`config.mk`:
```
export PLATFORM = sky130hd
export DESIGN_NAME = tetra_subdivision_index_walker_top
export DESIGN_NICKNAME = d
export VERILOG_FILES = /design/src/hdl/tsiw_pkg.sv /design/src/hdl/tetra_subdivision_index_walker_top.sv
export SDC_FILE = /design/constraint.sdc
export NUM_CORES = 1
export LEC_CHECK = 0
export BUFFER_PORTS_ARGS = -buffer_cell sky130_fd_sc_hd__buf_2
export CELL_PAD_IN_SITES_DETAIL_PLACEMENT = 1
export CELL_PAD_IN_SITES_GLOBAL_PLACEMENT = 1
export CORE_ASPECT_RATIO = 0.8
export CORE_MARGIN = 5
export CORE_UTILIZATION = 35
export DETAILED_ROUTE_END_ITERATION = 10
export PLACE_DENSITY_LB_ADDON = 0.1
export RECOVER_POWER = 50
export SYNTH_ARGS = -nofsm -noshare
export SYNTH_HDL_FRONTEND = slang
export SYNTH_SLANG_ARGS = --single-unit
export TNS_END_PERCENT = 50
```
`constraint.sdc`:
```
create_clock -name clk_i -period 10.3 [get_ports clk_i]
set_input_delay 1.545 -clock clk_i [delete_from_list [all_inputs] [get_ports clk_i]]
set_output_delay 1.545 -clock clk_i [all_outputs]
set_load 0.01 [all_outputs]
```
`src/hdl/tsiw_pkg.sv`:
```
`default_nettype none

package tsiw_pkg;

  localparam int unsigned MaxLevel = 4;
  localparam int unsigned LevelW   = 3;
  localparam int unsigned CoordW   = 5;
  localparam int unsigned IndexW   = 10;
  localparam int unsigned SumW     = CoordW + 2;
  localparam int unsigned CalcW    = IndexW + 1;
  localparam int unsigned SelW     = 3;

  localparam int unsigned InDataW  = 8;
  localparam int unsigned OutDataW = 72;
  localparam int unsigned OutUserW = 2;

  typedef enum logic [SelW-1:0] {
    TET_CORNER   = 3'd0,
    TET_K_J_A    = 3'd1,
    TET_K_J_B    = 3'd2,
    TET_J_I      = 3'd3,
    TET_I_KJ     = 3'd4,
    TET_OPPOSITE = 3'd5
  } tet_sel_e;

  typedef struct packed {
    logic [IndexW-1:0] a;
    logic [IndexW-1:0] b;
    logic [IndexW-1:0] c;
    logic [IndexW-1:0] d;
  } tet_t;

endpackage

`default_nettype wire

```
`src/hdl/tetra_subdivision_index_walker_top.sv`:
```
// Walks the lattice points (i,j,k), i+j+k <= r with r = 2^level (level saturates at 4),
// i outermost, k innermost. A request with restart set returns the walk to the origin and
// gives no result; otherwise it visits the current point and gives 6 tetrahedra inside,
// 5 when i+j+k = r-2, 1 when i+j+k = r-1, and one result with tet_valid low on the far face.
// tlast marks the last result of a point. A request is taken while the block is empty or in
// the cycle the previous request's last result moves to the output register, so an advance
// holds off the next request until all its results have moved on; a restart does not.
// The single result channel sets that pace. Writing level also returns the walk to the
// origin; write it only while the block is idle.
`default_nettype none

module tetra_subdivision_index_walker_top (
  input  wire logic                          clk_i,
  input  wire logic                          rst_ni,
  input  wire logic                          cfg_wen_i,
  input  wire logic [tsiw_pkg::LevelW-1:0]   cfg_wdata_i,    // level
  input  wire logic                          s_axis_tvalid_i,
  output      logic                          s_axis_tready_o,
  input  wire logic [tsiw_pkg::InDataW-1:0]  s_axis_tdata_i, // restart
  output      logic                          m_axis_tvalid_o,
  input  wire logic                          m_axis_tready_i,
  // pt_i, pt_j, pt_k, point_index, vert_a, vert_b, vert_c, vert_d
  output      logic [tsiw_pkg::OutDataW-1:0] m_axis_tdata_o,
  output      logic [tsiw_pkg::OutUserW-1:0] m_axis_tuser_o, // tet_valid, last_of_walk
  output      logic                          m_axis_tlast_o
);

  localparam int unsigned CW = tsiw_pkg::CoordW;
  localparam int unsigned IW = tsiw_pkg::IndexW;
  localparam int unsigned SW = tsiw_pkg::SumW;
  localparam int unsigned AW = tsiw_pkg::CalcW;
  localparam int unsigned LW = tsiw_pkg::LevelW;
  localparam int unsigned XW = tsiw_pkg::SelW;

  logic [LW-1:0] level_q;
  logic [CW-1:0] cur_i_q, cur_i_d, cur_j_q, cur_j_d, cur_k_q, cur_k_d;
  logic [IW-1:0] cur_p_q, cur_p_d;

  logic          hold_vld_q, hold_vld_d;
  logic [XW-1:0] sel_q, sel_d;
  logic [XW-1:0] last_sel_q;
  logic          far_q, wend_q;
  logic [CW-1:0] hi_q, hj_q, hk_q;
  logic [IW-1:0] hp_q, vk_q, vj_q, vi_q, vkj_q, vij_q, vki_q, vkij_q;

  logic          out_vld_q;
  logic [tsiw_pkg::OutDataW-1:0] out_data_q;
  logic [tsiw_pkg::OutUserW-1:0] out_user_q;
  logic          out_last_q;

  logic [LW-1:0] lvl_sat;
  logic [CW-1:0] r;
  logic [SW-1:0] s, sum, sum1, sum2, sum_ij;
  logic [SW-1:0] s_i, s1_i;
  logic [AW-1:0] tri_n;
  logic [AW-1:0] p_x, vk_x, vj_x, vi_x, vij_x;
  logic [XW-1:0] last_sel;
  logic          far, wend;

  logic          out_free, move, last_move, take, advance;
  tsiw_pkg::tet_t tet;
  logic          tet_vld;

  assign lvl_sat = (level_q > LW'(tsiw_pkg::MaxLevel)) ? LW'(tsiw_pkg::MaxLevel) : level_q;
  assign r       = CW'(1) << lvl_sat;
  assign s       = SW'(r) + SW'(1);
  assign sum     = SW'(cur_i_q) + SW'(cur_j_q) + SW'(cur_k_q);
  assign sum1    = sum + SW'(1);
  assign sum2    = sum + SW'(2);
  assign sum_ij  = SW'(cur_i_q) + SW'(cur_j_q);
  assign far     = sum >= SW'(r);
  assign wend    = cur_i_q == r;

  assign s_i     = s - SW'(cur_i_q);
  assign s1_i    = s_i + SW'(1);
  assign tri_n   = AW'((AW'(s_i) * AW'(s1_i)) >> 1);

  assign p_x     = AW'(cur_p_q);
  assign vk_x    = p_x + AW'(1);
  assign vj_x    = p_x + AW'(s) - AW'(sum_ij);
  assign vi_x    = p_x + tri_n - AW'(cur_j_q);
  assign vij_x   = vi_x + AW'(r) - AW'(sum_ij);

  always_comb begin
    if (far || sum1 == SW'(r)) begin
      last_sel = XW'(tsiw_pkg::TET_CORNER);
    end else if (sum2 == SW'(r)) begin
      last_sel = XW'(tsiw_pkg::TET_I_KJ);
    end else begin
      last_sel = XW'(tsiw_pkg::TET_OPPOSITE);
    end
  end

  assign out_free  = !out_vld_q || m_axis_tready_i;
  assign move      = hold_vld_q && out_free;
  assign last_move = move && (sel_q == last_sel_q);
  assign s_axis_tready_o = !hold_vld_q || last_move;
  assign take      = s_axis_tvalid_i && s_axis_tready_o;
  assign advance   = take && !s_axis_tdata_i[0];

  always_comb begin
    cur_i_d = cur_i_q;
    cur_j_d = cur_j_q;
    cur_k_d = cur_k_q;
    cur_p_d = cur_p_q;
    if (take && s_axis_tdata_i[0]) begin
      cur_i_d = '0;
      cur_j_d = '0;
      cur_k_d = '0;
      cur_p_d = '0;
    end else if (advance) begin
      cur_p_d = cur_p_q + IW'(1);
      if (!far) begin
        cur_k_d = cur_k_q + CW'(1);
      end else if (sum_ij < SW'(r)) begin
        cur_j_d = cur_j_q + CW'(1);
        cur_k_d = '0;
      end else if (cur_i_q < r) begin
        cur_i_d = cur_i_q + CW'(1);
        cur_j_d = '0;
        cur_k_d = '0;
      end else begin
        cur_i_d = '0;
        cur_j_d = '0;
        cur_k_d = '0;
        cur_p_d = '0;
      end
    end
  end

  always_comb begin
    hold_vld_d = hold_vld_q;
    sel_d      = sel_q;
    if (advance) begin
      hold_vld_d = 1'b1;
      sel_d      = '0;
    end else if (last_move) begin
      hold_vld_d = 1'b0;
    end else if (move) begin
      sel_d = sel_q + XW'(1);
    end
  end

  always_comb begin
    tet = '0;
    unique case (tsiw_pkg::tet_sel_e'(sel_q))
      tsiw_pkg::TET_CORNER:   tet = '{hp_q,  vk_q,  vj_q,  vi_q};
      tsiw_pkg::TET_K_J_A:    tet = '{vk_q,  vkj_q, vj_q,  vi_q};
      tsiw_pkg::TET_K_J_B:    tet = '{vk_q,  vkj_q, vki_q, vi_q};
      tsiw_pkg::TET_J_I:      tet = '{vj_q,  vi_q,  vkj_q, vij_q};
      tsiw_pkg::TET_I_KJ:     tet = '{vi_q,  vkj_q, vij_q, vki_q};
      tsiw_pkg::TET_OPPOSITE: tet = '{vkj_q, vij_q, vki_q, vkij_q};
      default:                tet = '0;
    endcase
    if (far_q) begin
      tet = '0;
    end
  end
  assign tet_vld = !far_q;

  always_ff @(posedge clk_i or negedge rst_ni) begin
    if (!rst_ni) begin
      level_q    <= '0;
      cur_i_q    <= '0;
      cur_j_q    <= '0;
      cur_k_q    <= '0;
      cur_p_q    <= '0;
      hold_vld_q <= 1'b0;
      sel_q      <= '0;
      out_vld_q  <= 1'b0;
    end else begin
      if (cfg_wen_i) begin
        level_q <= cfg_wdata_i;
        cur_i_q <= '0;
        cur_j_q <= '0;
        cur_k_q <= '0;
        cur_p_q <= '0;
      end else begin
        cur_i_q <= cur_i_d;
        cur_j_q <= cur_j_d;
        cur_k_q <= cur_k_d;
        cur_p_q <= cur_p_d;
      end
      hold_vld_q <= hold_vld_d;
      sel_q      <= sel_d;
      if (out_free) begin
        out_vld_q <= hold_vld_q;
      end
    end
  end

  always_ff @(posedge clk_i) begin
    if (advance) begin
      last_sel_q <= last_sel;
      far_q      <= far;
      wend_q     <= wend;
      hi_q       <= cur_i_q;
      hj_q       <= cur_j_q;
      hk_q       <= cur_k_q;
      hp_q       <= cur_p_q;
      vk_q       <= IW'(vk_x);
      vj_q       <= IW'(vj_x);
      vi_q       <= IW'(vi_x);
      vkj_q      <= IW'(vj_x + AW'(1));
      vij_q      <= IW'(vij_x);
      vki_q      <= IW'(vi_x + AW'(1));
      vkij_q     <= IW'(vij_x + AW'(1));
    end
    if (move) begin
      out_data_q <= {7'd0, tet.d, tet.c, tet.b, tet.a, hp_q, hk_q, hj_q, hi_q};
      out_user_q <= {wend_q, tet_vld};
      out_last_q <= sel_q == last_sel_q;
    end
  end

  assign m_axis_tvalid_o = out_vld_q;
  assign m_axis_tdata_o  = out_data_q;
  assign m_axis_tuser_o  = out_user_q;
  assign m_axis_tlast_o  = out_last_q;

endmodule

`default_nettype wire
```
==> impl_metrics.csv <==
group,metric,value,unit
cells_and_area,nets,1372,
critical_path,cp_num_buf_inv,7,
critical_path,worst-r2r-cell-count,33,
route,postRouteAntennaNets,0,
clock_network,cts.sinks,200,
synthesis,avgSynthCellArea,11.4,um2
placed_design,gp_congestion,0.830,
sta,period_share,89.0,%
grt,antenna_found_initial,0,
clock_network,cts_buffer_depth,2,
synthesis,syn_area,12800,um2
sta,fin_skew,12.4,ps
worst_hold_path,hold_end,"m_axis_tdata_o[12]",
sta,hold_violations,0,
floorplanning,die-width,224,um
sta,tightest_slew,2730,ps
run_status,outcome,"finished with violations",
cells_and_area,syn2layout_area_growth,10.7,%
synthesis,yosys_warnings,0,
clock_network,cts_tree,"built",
clock_network,clkLatencyLatePin,440,ps
sta,rsz0062_at_grt,"no",
run,cap_violations,3,
grt,grt_start_max_net_pins,80,
synthesis,synth-seq-cells,200,
grt,grt_first_pass_wirelength,55.4,mm
sta,period_needed,9170,ps
synthesis,yosysTopAreaCellShare,39.1,%
cells_and_area,layout-drive-gt1-share,8.40,%
synthesis,synth_top_area_cell,"edfxtp_1",
grt,gr-total-overflow,0,
critical_path,r2r-end,"vkij_q[9]",
critical_path,r2r_start,"level_q[1]",
synthesis,async_flop_share,16.5,%
sta,fin_hold_ws,421,ps
placed_design,dpl_worst_slack,1080,ps
route,drc,0,
worst_hold_path,min_from,"hk_q[2]",
synthesis,synth_edf_count,167,
clock_network,postCtsHoldBufs,0,
synthesis,yosysSeqAreaShare,45.5,%
synthesis,ys_types,83,
cells_and_area,diodes,0,
worst_hold_path,hold_class,"reg -> reg",
synthesis,ys_top_cells_by_area,"edfxtp_1, ha_1, dfrtp_1",
synthesis,synth.most_common_cell,"edfxtp_1",
placed_design,dpl-instance-area,13800,um2
critical_path,reg2reg_slack,1130,ps
synthesis,synth_ff_type,"edfxtp_1",
floorplanning,dieArea,40600,um2
grt,grt_pass1_vias,9217,
route,vias,8799,
run_status,failed_checks,"max-capacitance violations, max-slew violations",
route,dr.pass1.iters,7,
critical_path,critPathLaunchType,"register",
floorplanning,core_area,36100,um2
critical_path,crit_path_max_incr_delay,540,ps
sta,max_freq,109,MHz
route,routedWlPerCell,20.8,um
floorplanning,start_util,35.6,%
sta,setup_slack,1130,ps
critical_path,crit_path_end_kind,"register",
critical_path,crit_family,"adder cells",
route,finalWirelength,35.2,mm
route,drt-initial-drc-count,867,
synthesis,synth_cells,1122,
sta,setup_viol,0,
worst_hold_path,holdPathStages,0,
clock_network,path_clk_slew,80,ps
critical_path,critPathMaxFanout,6,
route,vias_per_cell,5.19,
clock_network,cts-htree-levels,4,
cells_and_area,fillCellCount,3992,
critical_path,critical_path.slowest_cell,"fa_1",
clock_network,clk_root_buffer_cell,"clkbuf_16",
sta,slew_viol_final,130,
critical_path,path_class,"reg -> reg",
clock_network,post-cts-setup-buffers,0,
placed_design,io_buffers,78,
floorplanning,ios,93,
synthesis,synthTopCellsByCount,"edfxtp_1, inv_1, ha_1, nand2_1, a21oi_1",
cells_and_area,largest_reg_flops,65,
placed_design,hpwl,27.3,mm
floorplanning,rows,62,
critical_path,critPathMostFrequentCell,"inv_1",
clock_network,cts_buffers,17,
sta,slew_headroom,-81.7,%
floorplanning,die_y,181,um
grt,track_usage,17.7,%
cells_and_area,design_area,14200,um2
critical_path,cp.arrival,9360,ps
clock_network,post_cts_resized,0,
critical_path,cp.required,10490,ps
sta,fin_setup_tns,0,ps
==> stage by stage <==
stage | std cells | util [%]
detailed placement | 1662 | 38.2
global route | 1694 | 39.4
CTS | 1694 | 39.8
global placement | 1662 | 38.2
floorplan | 1129 | -
finish | 1694 | 39.4
==> kinds of logic (layout without fill, tap and decap cells) <==
logic type / Yosys count / count (layout) / share of synthesized area, %
simple gates: 267 / 267 / 10.5
compound gates: 227 / 227 / 13.1
flops: 200 / 200 / 45.5
buf+inv: 167 / 252 / 5.24
fa+ha+maj: 155 / 155 / 17.5
xor+xnor: 89 / 89 / 6.68
mux: 16 / 16 / 1.40
other cells: 1 / 8 / 0.0292
==> final cells by class <==
class,count,area [um2],share of cell area (%)
Timing Repair Buffer,95,418,2.94
Sequential cell,200,5840,41.1
Inverter,125,470,3.31
Multi-Input combinational cell,762,6320,44.5
Clock buffer,19,433,3.05
Clock inverter,13,120,0.846
Tap cell,480,601,4.23
==> worst max-delay path by stage <==
stage / startpoint / to / slack, ps / cells past startpoint
floorplan: level_q[2] / vkij_q[9] / 1690 / 34
global placement: level_q[1] / vkij_q[9] / 1250 / 36
detailed placement: level_q[1] / vkij_q[9] / 1080 / 33
CTS: level_q[1] / vkij_q[9] / 1030 / 33
global route: level_q[1] / vkij_q[9] / 430 / 36
finish: level_q[1] / vkij_q[9] / 1130 / 33
==> layout by cell type (no fill, tap or decap), types with 13 or more instances in the layout <==
| master | netlist | routed |
|---|---|---|
| o21ai_0 | 15 | 15 |
| nor2b_1 | 18 | 18 |
| inv_1 | 124 | 123 |
| nand3_1 | 20 | 20 |
| nor2_1 | 52 | 52 |
| fa_1 | 41 | 41 |
| o21ai_1 | 22 | 22 |
| clkbuf_16 | 0 | 17 |
| nand2_1 | 83 | 83 |
| ha_1 | 114 | 114 |
| clkbuf_1 | 25 | 76 |
| a21o_1 | 15 | 15 |
| a21oi_1 | 72 | 72 |
| xor2_1 | 30 | 31 |
| edfxtp_1 | 167 | 167 |
| dfrtp_1 | 33 | 33 |
| buf_4 | 9 | 14 |
| nand2b_1 | 25 | 25 |
| a222oi_1 | 40 | 40 |
| nor3_1 | 13 | 13 |
| xnor2_1 | 51 | 51 |
==> per-layer routing <==
layer  up-vias  share of wire, %  global-route usage, %
met1      4456                50                   27.1
met2       179                43                   26.7
met3        17               5.4                   2.53
met5         -                 0                      0
li1       4147                 -                      -
met4         0              0.84                   3.36
Power is left out: the tool's default activity adds up to more than one toggle a clock period on the data nets, which glitch-free logic cannot reach.
